**src/rtl/blit_rect_check_and_plan_assert.svh**
```systemverilog
// Assertion macros for the blit check-and-plan block.
// Needs a clock named clock and a synchronous reset named reset in scope.
`ifndef BLIT_RECT_CHECK_AND_PLAN_ASSERT_SVH
`define BLIT_RECT_CHECK_AND_PLAN_ASSERT_SVH

// property must hold at every edge outside reset
`define BRCP_ASSERT(lbl, prop) \
   lbl: assert property (@(posedge clock) disable iff (reset) (prop)) \
      else $error("brcp assertion failed");

// expression must never be true outside reset
`define BRCP_NEVER(lbl, expr) \
   lbl: assert property (@(posedge clock) disable iff (reset) !(expr)) \
      else $error("brcp forbidden condition seen");

`endif

```
**src/rtl/brcp_pkg.sv**
```systemverilog
// Shared types and constants for the blit check-and-plan block.
// No dependencies.
package brcp_pkg;

   // coordinate and size limit, inclusive
   localparam int unsigned COORD_LIMIT = 16383;

   localparam int COORD_W = 16;
   localparam int SUM_W   = COORD_W + 1;
   localparam int DIM_W   = 14;
   localparam int PROD_W  = SUM_W + DIM_W;
   localparam int XW4_W   = SUM_W + 2;
   localparam int WORD_W  = 32;

   localparam logic [COORD_W-1:0] COORD_MAX = COORD_W'(COORD_LIMIT);

   // plan queue
   localparam int QDEPTH   = 4;
   localparam int Q_PTR_W  = $clog2(QDEPTH);
   localparam int Q_CNT_W  = Q_PTR_W + 1;

   // register map
   localparam int CSR_IDX_W = 3;
   localparam logic [CSR_IDX_W-1:0] CSR_SURFACE_WIDTH   = 3'd0;
   localparam logic [CSR_IDX_W-1:0] CSR_SURFACE_HEIGHT  = 3'd1;
   localparam logic [CSR_IDX_W-1:0] CSR_LINE_PITCH      = 3'd2;
   localparam logic [CSR_IDX_W-1:0] CSR_SCAN_BASE       = 3'd3;
   localparam logic [CSR_IDX_W-1:0] CSR_SCAN_SPAN       = 3'd4;
   localparam logic [CSR_IDX_W-1:0] CSR_VIDEO_MEM_BYTES = 3'd5;

   localparam logic CMD_FILL = 1'b0;
   localparam logic CMD_COPY = 1'b1;

   localparam logic STATUS_OK          = 1'b0;
   localparam logic STATUS_BAD_SURFACE = 1'b1;

   typedef struct packed {
      logic               cmd;
      logic [COORD_W-1:0] dst_x;
      logic [COORD_W-1:0] dst_y;
      logic [COORD_W-1:0] src_x;
      logic [COORD_W-1:0] src_y;
      logic [COORD_W-1:0] rect_width;
      logic [COORD_W-1:0] rect_height;
      logic [WORD_W-1:0]  brush_color;
   } req_type;

   typedef struct packed {
      logic              status;
      logic              uses_source;
      logic              left_to_right;
      logic              top_to_bottom;
      logic [WORD_W-1:0] dst_corner_word;
      logic [WORD_W-1:0] src_corner_word;
      logic [WORD_W-1:0] size_word;
      logic [WORD_W-1:0] dst_pitch_word;
      logic [WORD_W-1:0] src_pitch_word;
      logic [WORD_W-1:0] color_out;
   } rsp_type;

   // live configuration plus derived headroom (video_mem_bytes - scan_base)
   typedef struct packed {
      logic [DIM_W-1:0]  surface_width;
      logic [DIM_W-1:0]  surface_height;
      logic [DIM_W-1:0]  line_pitch;
      logic [WORD_W-1:0] scan_base;
      logic [WORD_W-1:0] scan_span;
      logic [WORD_W-1:0] mem_room;
      logic              room_neg;
   } cfg_type;

   // checked command waiting for the back end
   typedef struct packed {
      req_type req;
      logic    bad;
   } plan_type;

   typedef struct packed {
      logic a_busy;
   } front_stat_type;

   typedef struct packed {
      logic               not_empty;
      logic [Q_CNT_W-1:0] count;
   } q_stat_type;

endpackage

```
**src/rtl/brcp_front.sv**
```systemverilog
// Front end: takes commands, runs the rectangle checks over two stages.
// Depends on brcp_pkg.
module brcp_front (
   input  logic                     clock,
   input  logic                     reset,
   input  logic                     in_take,
   input  brcp_pkg::req_type        in_req,
   input  brcp_pkg::cfg_type        cfg,
   output logic                     push_valid,
   output brcp_pkg::plan_type       push_plan,
   output brcp_pkg::front_stat_type stat
);

   typedef struct packed {
      logic                          bad;
      logic [brcp_pkg::PROD_W-1:0]   prod;
      logic [brcp_pkg::XW4_W-1:0]    xw4;
   } rect_chk_type;

   typedef struct packed {
      brcp_pkg::req_type req;
      rect_chk_type      dst;
      rect_chk_type      src;
   } stage_a_type;

   function automatic rect_chk_type check_rect(
      input logic [brcp_pkg::COORD_W-1:0] x,
      input logic [brcp_pkg::COORD_W-1:0] y,
      input logic [brcp_pkg::COORD_W-1:0] w,
      input logic [brcp_pkg::COORD_W-1:0] h,
      input brcp_pkg::cfg_type            c
   );
      rect_chk_type                r;
      logic [brcp_pkg::SUM_W-1:0]  xe;
      logic [brcp_pkg::SUM_W-1:0]  ye;
      xe = {1'b0, x} + {1'b0, w};
      ye = {1'b0, y} + {1'b0, h};
      r.bad = (w == '0) || (h == '0) ||
              (x > brcp_pkg::COORD_MAX) || (y > brcp_pkg::COORD_MAX) ||
              (w > brcp_pkg::COORD_MAX) || (h > brcp_pkg::COORD_MAX) ||
              (xe > brcp_pkg::SUM_W'(c.surface_width)) ||
              (ye > brcp_pkg::SUM_W'(c.surface_height)) ||
              ({w, 2'b00} > (brcp_pkg::COORD_W + 2)'(c.line_pitch));
      // last line start offset; garbage when h is zero, but then bad is set
      r.prod = brcp_pkg::PROD_W'(ye - brcp_pkg::SUM_W'(1)) *
               brcp_pkg::PROD_W'(c.line_pitch);
      r.xw4  = {xe, 2'b00};
      return r;
   endfunction

   function automatic logic span_fail(
      input rect_chk_type      r,
      input brcp_pkg::cfg_type c
   );
      logic [brcp_pkg::WORD_W-1:0] last;
      last = brcp_pkg::WORD_W'(r.prod) + brcp_pkg::WORD_W'(r.xw4);
      return (last > c.scan_span) || c.room_neg || (last > c.mem_room);
   endfunction

   logic              a_valid_ff, a_valid_in;
   stage_a_type       a_ff, a_in;
   rect_chk_type      src_chk;
   logic              is_copy;

   always_comb begin
      a_valid_in  = in_take;
      a_in.req    = in_req;
      a_in.dst    = check_rect(in_req.dst_x, in_req.dst_y, in_req.rect_width,
                               in_req.rect_height, cfg);
      src_chk     = check_rect(in_req.src_x, in_req.src_y, in_req.rect_width,
                               in_req.rect_height, cfg);
      a_in.src    = src_chk;
   end

   always_ff @(posedge clock) begin
      if (reset) begin
         a_valid_ff <= 1'b0;
      end else begin
         a_valid_ff <= a_valid_in;
      end
      a_ff <= a_in;
   end

   // second stage: span and memory bounds, straight into the queue
   assign is_copy    = (a_ff.req.cmd == brcp_pkg::CMD_COPY);
   assign push_valid = a_valid_ff;
   always_comb begin
      push_plan.req = a_ff.req;
      push_plan.bad = a_ff.dst.bad || span_fail(a_ff.dst, cfg) ||
                      (is_copy && (a_ff.src.bad || span_fail(a_ff.src, cfg)));
   end

   assign stat.a_busy = a_valid_ff;

endmodule

```
**src/rtl/brcp_queue.sv**
```systemverilog
// Short plan queue between the check front end and the packing back end.
// Depends on brcp_pkg.
module brcp_queue (
   input  logic                 clock,
   input  logic                 reset,
   input  logic                 push_valid,
   input  brcp_pkg::plan_type   push_plan,
   input  logic                 pop_ready,
   output brcp_pkg::plan_type   head,
   output brcp_pkg::q_stat_type stat
);

   brcp_pkg::plan_type                entry_ff [brcp_pkg::QDEPTH];
   logic [brcp_pkg::Q_PTR_W-1:0]      wr_ptr_ff, wr_ptr_in;
   logic [brcp_pkg::Q_PTR_W-1:0]      rd_ptr_ff, rd_ptr_in;
   logic [brcp_pkg::Q_CNT_W-1:0]      count_ff, count_in;
   logic                              do_pop;

   assign do_pop = pop_ready && (count_ff != '0);

   always_comb begin
      wr_ptr_in = push_valid ? wr_ptr_ff + brcp_pkg::Q_PTR_W'(1) : wr_ptr_ff;
      rd_ptr_in = do_pop ? rd_ptr_ff + brcp_pkg::Q_PTR_W'(1) : rd_ptr_ff;
      count_in  = count_ff;
      case ({push_valid, do_pop})
         2'b10:   count_in = count_ff + brcp_pkg::Q_CNT_W'(1);
         2'b01:   count_in = count_ff - brcp_pkg::Q_CNT_W'(1);
         default: count_in = count_ff;
      endcase
   end

   always_ff @(posedge clock) begin
      if (reset) begin
         wr_ptr_ff <= '0;
         rd_ptr_ff <= '0;
         count_ff  <= '0;
      end else begin
         wr_ptr_ff <= wr_ptr_in;
         rd_ptr_ff <= rd_ptr_in;
         count_ff  <= count_in;
      end
      if (push_valid) begin
         entry_ff[wr_ptr_ff] <= push_plan;
      end
   end

   assign head           = entry_ff[rd_ptr_ff];
   assign stat.not_empty = (count_ff != '0);
   assign stat.count     = count_ff;

endmodule

```
**src/rtl/brcp_back.sv**
```systemverilog
// Back end: picks scan direction, packs engine words, holds the result word.
// Depends on brcp_pkg.
module brcp_back (
   input  logic                 clock,
   input  logic                 reset,
   input  brcp_pkg::plan_type   head,
   input  brcp_pkg::q_stat_type q_stat,
   input  brcp_pkg::cfg_type    cfg,
   output logic                 pop_ready,
   output logic                 out_valid,
   input  logic                 out_ready,
   output brcp_pkg::rsp_type    out_rsp
);

   function automatic brcp_pkg::rsp_type plan_rsp(
      input brcp_pkg::plan_type p,
      input brcp_pkg::cfg_type  c
   );
      brcp_pkg::rsp_type              r;
      logic [brcp_pkg::WORD_W-1:0]    pitch_word;
      logic [brcp_pkg::COORD_W-1:0]   dx, dy, sx, sy, w, h;
      logic [brcp_pkg::SUM_W-1:0]     sy_end, dy_end, sx_end;
      logic                           vert, horz;
      dx = p.req.dst_x;
      dy = p.req.dst_y;
      sx = p.req.src_x;
      sy = p.req.src_y;
      w  = p.req.rect_width;
      h  = p.req.rect_height;
      sy_end = {1'b0, sy} + {1'b0, h};
      dy_end = {1'b0, dy} + {1'b0, h};
      sx_end = {1'b0, sx} + {1'b0, w};
      vert = ({1'b0, dy} < sy_end) && ({1'b0, sy} < dy_end) && (dy > sy);
      horz = (dy == sy) && (dx > sx) && ({1'b0, dx} < sx_end);
      pitch_word = {2'b00, c.line_pitch[brcp_pkg::DIM_W-1:6], c.scan_base[31:10]};
      r = '0;
      if (p.bad) begin
         r.status = brcp_pkg::STATUS_BAD_SURFACE;
      end else if (p.req.cmd == brcp_pkg::CMD_FILL) begin
         r.status          = brcp_pkg::STATUS_OK;
         r.left_to_right   = 1'b1;
         r.top_to_bottom   = 1'b1;
         r.dst_corner_word = {dy, dx};
         r.size_word       = {h, w};
         r.dst_pitch_word  = pitch_word;
         r.color_out       = p.req.brush_color;
      end else begin
         // overlapping copy: walk from the far edge so source is read first
         if (vert) begin
            dy = dy + h - brcp_pkg::COORD_W'(1);
            sy = sy + h - brcp_pkg::COORD_W'(1);
         end else if (horz) begin
            dx = dx + w - brcp_pkg::COORD_W'(1);
            sx = sx + w - brcp_pkg::COORD_W'(1);
         end
         r.status          = brcp_pkg::STATUS_OK;
         r.uses_source     = 1'b1;
         r.left_to_right   = vert || !horz;
         r.top_to_bottom   = !vert;
         r.dst_corner_word = {dy, dx};
         r.src_corner_word = {sy, sx};
         r.size_word       = {h, w};
         r.dst_pitch_word  = pitch_word;
         r.src_pitch_word  = pitch_word;
      end
      return r;
   endfunction

   logic              valid_ff, valid_in;
   brcp_pkg::rsp_type rsp_ff, rsp_in;
   logic              do_pop;

   assign pop_ready = !valid_ff || out_ready;
   assign do_pop    = pop_ready && q_stat.not_empty;

   always_comb begin
      valid_in = do_pop ? 1'b1 : (valid_ff && !out_ready);
      rsp_in   = do_pop ? plan_rsp(head, cfg) : rsp_ff;
   end

   always_ff @(posedge clock) begin
      if (reset) begin
         valid_ff <= 1'b0;
      end else begin
         valid_ff <= valid_in;
      end
      rsp_ff <= rsp_in;
   end

   assign out_valid = valid_ff;
   assign out_rsp   = rsp_ff;

endmodule

```
**src/rtl/blit_rect_check_and_plan.sv**
```systemverilog
// Blit check-and-plan top: config registers, front/queue/back and credit.
// A command passes the stage A register, the plan queue and the output register.
// Throughput: one command per cycle; ready is held by the 4-entry plan queue
// credit (queue occupancy plus the front stage in flight).
// Reset: synchronous, active high; clears valids, queue pointers and restores
// register defaults. Depends on brcp_pkg, brcp_front, brcp_queue, brcp_back.
module blit_rect_check_and_plan (
   input  logic                               clock,
   input  logic                               reset,
   // command channel
   input  logic                               req_valid,
   output logic                               req_ready,
   input  brcp_pkg::req_type                  req_data,
   // result channel
   output logic                               rsp_valid,
   input  logic                               rsp_ready,
   output brcp_pkg::rsp_type                  rsp_data,
   // register write port
   input  logic                               csr_we,
   input  logic [brcp_pkg::CSR_IDX_W-1:0]     csr_index,
   input  logic [brcp_pkg::WORD_W-1:0]        csr_wdata
);

`include "blit_rect_check_and_plan_assert.svh"

   // ---------------------------------------------------------------
   // Configuration registers. Writes land only while the block is idle, as a
   // rule for the user; the block itself does not enforce it. The derived
   // memory headroom is registered from vmem and base, so it trails a write:
   // a command accepted right after a write reaches the span check after stage A, when the headroom has caught up.
   // ---------------------------------------------------------------
   logic [brcp_pkg::DIM_W-1:0]  sw_ff, sw_in;
   logic [brcp_pkg::DIM_W-1:0]  sh_ff, sh_in;
   logic [brcp_pkg::DIM_W-1:0]  pitch_ff, pitch_in;
   logic [brcp_pkg::WORD_W-1:0] base_ff, base_in;
   logic [brcp_pkg::WORD_W-1:0] span_ff, span_in;
   logic [brcp_pkg::WORD_W-1:0] vmem_ff, vmem_in;
   logic [brcp_pkg::WORD_W:0]   room_ff, room_in;

   always_comb begin
      sw_in    = sw_ff;
      sh_in    = sh_ff;
      pitch_in = pitch_ff;
      base_in  = base_ff;
      span_in  = span_ff;
      vmem_in  = vmem_ff;
      if (csr_we) begin
         unique case (csr_index)
            brcp_pkg::CSR_SURFACE_WIDTH:   sw_in    = csr_wdata[brcp_pkg::DIM_W-1:0];
            brcp_pkg::CSR_SURFACE_HEIGHT:  sh_in    = csr_wdata[brcp_pkg::DIM_W-1:0];
            brcp_pkg::CSR_LINE_PITCH:      pitch_in = csr_wdata[brcp_pkg::DIM_W-1:0];
            brcp_pkg::CSR_SCAN_BASE:       base_in  = csr_wdata;
            brcp_pkg::CSR_SCAN_SPAN:       span_in  = csr_wdata;
            brcp_pkg::CSR_VIDEO_MEM_BYTES: vmem_in  = csr_wdata;
            default:                       ;  // unmapped index, dropped
         endcase
      end
      // base + last <= vmem  <=>  base <= vmem and last <= vmem - base
      room_in = {1'b0, vmem_ff} - {1'b0, base_ff};
   end

   always_ff @(posedge clock) begin
      if (reset) begin
         sw_ff    <= brcp_pkg::DIM_W'(1024);
         sh_ff    <= brcp_pkg::DIM_W'(768);
         pitch_ff <= brcp_pkg::DIM_W'(4096);
         base_ff  <= '0;
         span_ff  <= brcp_pkg::WORD_W'(3145728);
         vmem_ff  <= brcp_pkg::WORD_W'(16777216);
         room_ff  <= (brcp_pkg::WORD_W + 1)'(16777216);
      end else begin
         sw_ff    <= sw_in;
         sh_ff    <= sh_in;
         pitch_ff <= pitch_in;
         base_ff  <= base_in;
         span_ff  <= span_in;
         vmem_ff  <= vmem_in;
         room_ff  <= room_in;
      end
   end

   brcp_pkg::cfg_type cfg;
   always_comb begin
      cfg.surface_width  = sw_ff;
      cfg.surface_height = sh_ff;
      cfg.line_pitch     = pitch_ff;
      cfg.scan_base      = base_ff;
      cfg.scan_span      = span_ff;
      cfg.mem_room       = room_ff[brcp_pkg::WORD_W-1:0];
      cfg.room_neg       = room_ff[brcp_pkg::WORD_W];
   end

   // ---------------------------------------------------------------
   // Front end: stage A does the bound checks and the pitch multiply,
   // stage B adds up the last byte and compares it against span and
   // memory, then writes the plan queue.
   // ---------------------------------------------------------------
   logic                     in_take;
   logic                     push_valid;
   brcp_pkg::plan_type       push_plan;
   brcp_pkg::front_stat_type front_stat;

   assign in_take = req_valid && req_ready;

   brcp_front u_front (
      .clock      (clock),
      .reset      (reset),
      .in_take    (in_take),
      .in_req     (req_data),
      .cfg        (cfg),
      .push_valid (push_valid),
      .push_plan  (push_plan),
      .stat       (front_stat)
   );

   // ---------------------------------------------------------------
   // Plan queue. The front never stalls once a command is in; ready
   // reserves a slot for every command still in stage A, so the queue
   // can always absorb a push.
   // ---------------------------------------------------------------
   logic                 pop_ready;
   brcp_pkg::plan_type   head;
   brcp_pkg::q_stat_type q_stat;
   logic [brcp_pkg::Q_CNT_W-1:0] committed;

   brcp_queue u_queue (
      .clock      (clock),
      .reset      (reset),
      .push_valid (push_valid),
      .push_plan  (push_plan),
      .pop_ready  (pop_ready),
      .head       (head),
      .stat       (q_stat)
   );

   assign committed = q_stat.count + brcp_pkg::Q_CNT_W'(front_stat.a_busy);
   assign req_ready = (committed < brcp_pkg::Q_CNT_W'(brcp_pkg::QDEPTH));

   // ---------------------------------------------------------------
   // Back end: direction pick and word packing into the output register;
   // it drains the queue whenever the output register is free or taken.
   // ---------------------------------------------------------------
   brcp_back u_back (
      .clock     (clock),
      .reset     (reset),
      .head      (head),
      .q_stat    (q_stat),
      .cfg       (cfg),
      .pop_ready (pop_ready),
      .out_valid (rsp_valid),
      .out_ready (rsp_ready),
      .out_rsp   (rsp_data)
   );

   // ---------------------------------------------------------------
   // Checks
   // ---------------------------------------------------------------
   // credit must keep the queue from overflowing on a stage B push
   `BRCP_NEVER(a_queue_overrun, push_valid && !pop_ready &&
      (q_stat.count == brcp_pkg::Q_CNT_W'(brcp_pkg::QDEPTH)))
   // a rejected word carries nothing but its status
   `BRCP_ASSERT(a_reject_clean, rsp_valid && rsp_data.status |->
      (rsp_data.size_word == '0) && (rsp_data.dst_pitch_word == '0) &&
      !rsp_data.left_to_right && !rsp_data.top_to_bottom && !rsp_data.uses_source)
   // a fill scans forward and has no source words
   `BRCP_ASSERT(a_fill_plan, rsp_valid && !rsp_data.status && !rsp_data.uses_source |->
      rsp_data.left_to_right && rsp_data.top_to_bottom &&
      (rsp_data.src_corner_word == '0) && (rsp_data.src_pitch_word == '0))
   // at most one scan axis gets reversed
   `BRCP_ASSERT(a_one_reverse, rsp_valid && !rsp_data.status |->
      rsp_data.left_to_right || rsp_data.top_to_bottom)

endmodule

```
**config.mk**
```make
export PLATFORM = sky130hd
export DESIGN_NAME = blit_rect_check_and_plan
export DESIGN_NICKNAME = d
export VERILOG_FILES = /design/src/rtl/brcp_pkg.sv /design/src/rtl/brcp_front.sv /design/src/rtl/brcp_queue.sv /design/src/rtl/brcp_back.sv /design/src/rtl/blit_rect_check_and_plan.sv
export VERILOG_INCLUDE_DIRS = /design/src /design/src/rtl
export SDC_FILE = /design/constraint.sdc
export NUM_CORES = 2
export LEC_CHECK = 0
export ABC_AREA = 1
export ABC_CLOCK_PERIOD_IN_PS = 29400
export CAP_MARGIN = 0
export CORE_ASPECT_RATIO = 1.5
export CORE_MARGIN = 3
export CORE_UTILIZATION = 52
export DETAILED_ROUTE_END_ITERATION = 16
export DONT_BUFFER_PORTS = 1
export GPL_TIMING_DRIVEN = 0
export PLACE_DENSITY = 0.7
export SYNTH_ARGS = -nofsm -noshare
export SYNTH_HDL_FRONTEND = slang
export SYNTH_SLANG_ARGS = --single-unit
```
**constraint.sdc**
```tcl
create_clock -name clock -period 29.4 [get_ports clock]
set_clock_uncertainty 0.1 [all_clocks]
set_input_delay 1.47 -clock clock [delete_from_list [all_inputs] [get_ports clock]]
set_output_delay 1.47 -clock clock [all_outputs]
set_load 0.005 [all_outputs]
```
==> out/results.ini <==
[place]
portBuffers=0
place.gp.congestion=1.02
dp_hpwl_mm=207
dpl_cell_area_sq_um=77900

[clock_tree]
clock-sinks=1121
cts_setup_buffers=0
path_clk_slew_ns=0.07
h-tree-depth=3
cts_root_buf=clkbuf_16
max-clock-path-buffers=3
clkLatencyLatePin_ns=0.78
cts_tree=done
postCtsHoldBufs=0
numCtsBuffers=104
cts-resized-gates=0

[floorplanning]
dieWidth_um=317
die_y_um=472
start_util_pct=52.5
placementRows=170
dieArea_sq_um=149000
coreArea_sq_um=143000
ios=367

[global_route]
grt_first_pass_wirelength_mm=374
grt_util_all_layers_pct=34.1
grt_max_degree=97
antenna_found_initial=50
grt.overflow.total=0
grt_pass1_vias=60000

[route]
vias_per_cell=5.75
drt-total-wl_mm=257
drcViolationCount=0
final_antenna_net_count=0
drtIter0Drc=4843
dr.pass1.iters=8
wl_per_cell_um=24.9
dr_total_vias=59500

[power]
pwr-share-clk_pct=17.3
internal_power_uw=4470
seqPwrFrac_pct=25.1
pwr-share-comb_pct=57.6
finalPower_uw=8530
power.density_nw_per_um2=104
p_sw_uw=4060
leakagePower_uw=0.0363
swShare_pct=47.6
ir_drop_v=0.0000605

[yosys]
synth_top_area_cell=edfxtp_1
synthArstFlopShare_pct=0
synth_seq_area_share_pct=39.3
synth_commonest_cells=1,364 x nand2_1, 1,229 x inv_1, 880 x nor2_1
yosysWarningCount=0
synth_edf_count=712
synth.most_common_cell=nand2_1
synth_cells=8184
ys_seq_elements=1121
avgSynthCellArea_sq_um=9.20
synth_area_leaders=edfxtp_1 28%, fa_1 13%, ha_1 11%
ys_types=78
synth_top_area_share_pct=28.4
netlist_area_sq_um=75300
synthFlopType=edfxtp_1

[sta]
hold_viol=0
slew_viol_final=0
finalSetupTns_ns=0
maxSlewHeadroom_pct=8.32
fin_crit_sh_pct=31.9
holdWs_ns=0.329
setup_viol=0
post-route-min-period_ns=9.39
tightest_slew_ns=1.38
rsz0062_at_grt=false
fmax_mhz=107

[critical_path]
path_buf_inv=2
cp-start-kind=input pin
path_class=in2reg
cp_max_fo=7
crit_top_cell=fa_1
critPathCaptureType=flip-flop
critPathTopFamily=adder cells
critPathRequiredTime_ns=29.93
max_stage_delay_ns=0.71
rr_worst_depth=23
path_depth=26
arrival_ns=9.92
cp_slowest_cell=fa_1

[layout]
finalNetCount=9651
fin_area_sq_um=81800
area_growth_pct=8.74
drive_gt1_share_pct=4.09
postLayoutCoreUtil_pct=57.1
fillers=12500

[min_path]
hp-class=reg2reg
hold_path_depth=0

[run]
maxCapViolations=0

[outcome]
status=complete, no violations

[worst reg2reg max path: cells and delay by family (launching register included)]
family | cells | cell delay [ns]
adder cells (fa/ha/maj) | 7 | 3.59
XOR/XNOR | 1 | 0.16
flip-flops | 1 | 0.35
AO/OA/AOI/OAI | 5 | 1.03
AND/OR/NAND/NOR | 4 | 0.65
buffers and inverters | 6 | 2.13
[per-stage QoR]
step                      instances  worst slack, ns
after floorplan                8187            17.81
after global placement        10100            14.37
after detailed placement      10100            19.51
after CTS                     10300            20.30
after global routing          10300            19.74
final                         10300            20.01
[path summary, 6_finish.rpt]
path / slack, ns / endpoint / from
worst min register to register: 0.33 / u_queue.entry_ff[3][85] / u_front.push_plan[85]
worst max-delay path: 20.01 / u_front.a_ff[99] / req_data[32]
worst min-delay path: 0.33 / u_queue.entry_ff[3][85] / u_front.push_plan[85]
worst max register to register: 21.27 / u_front.a_ff[46] / pitch_ff[13]
[layout by cell type (no fill, tap or decap), types with 23 or more instances in the layout]
cell and count:
nand2_1 1364, inv_1 1225, nor2_1 879, edfxtp_1 712, a21oi_1 696, ha_1 690, fa_1 489, o21ai_0 414
dfxtp_1 409, nand3_1 224, clkbuf_1 180, xor2_1 180, clkbuf_16 105, a32oi_1 95, nand4_1 77, xnor2_1 76
diode_2 60, nor3_1 55, nor4_1 33, o21a_1 31, nand2_2 28, o21bai_1 26, buf_1 23
[power by group through the flow]
stage               logic [uW]  registers [uW]  clock network, uW
detailed placement        4810            2170                  0
global route              5450            2160               1550
global placement          4690            2270                  0
CTS                       4850            2150               1490
floorplan                 3370            2180                  0
finish                    4910            2140               1480
[cell families (layout without fill, tap and decap cells)]
family	count (synthesis)	count (layout)	share of synthesized area, %
AO/OA/AOI/OAI	1394	1394	10.4
XOR/XNOR	261	261	3.12
adder cells (fa/ha/maj)	1179	1179	24.5
buffers and inverters	1482	1690	7.48
flip-flops	1121	1121	39.3
other	1	64	0.00498
AND/OR/NAND/NOR	2746	2746	15.2
[layer usage]
| metal | global-route usage (%) | routed length, um | up-vias |
|---|---|---|---|
| met1 | 35.1 | 85500 | 28800 |
| met2 | 58.4 | 125000 | 2593 |
| met4 | 28.1 | 25700 | 10 |
| met5 | 0 | 66 | - |
| met3 | 8.11 | 21100 | 842 |
| li1 | - | - | 27300 |
[sequential cells by signal, summed over array words and instances (netlist names), 3 cells and up, named ones only]
name	count
u_queue.entry_ff	520
base_ff	32
span_ff	32
room_ff	33
u_front.push_plan	128
pitch_ff	14
sh_ff	14
u_front.a_ff	98
vmem_ff	32
u_queue.count_ff	3
u_back.out_rsp	192
sw_ff	14
[cell type report]
type                       count  area, sq um  share of cell area, %
clock inverter                69          973                   1.19
sequential                  1121        29600                   36.1
buffer                       220          888                   1.09
tap                         1892         2370                   2.89
antenna                       60          150                  0.183
timing repair buffer          10          218                  0.266
multi-input combinational   5584        40100                   49.0
clock buffer                 129         2820                   3.44
inverter                    1262         4770                   5.83
Note: power is estimated with default switching activity, not from simulation.
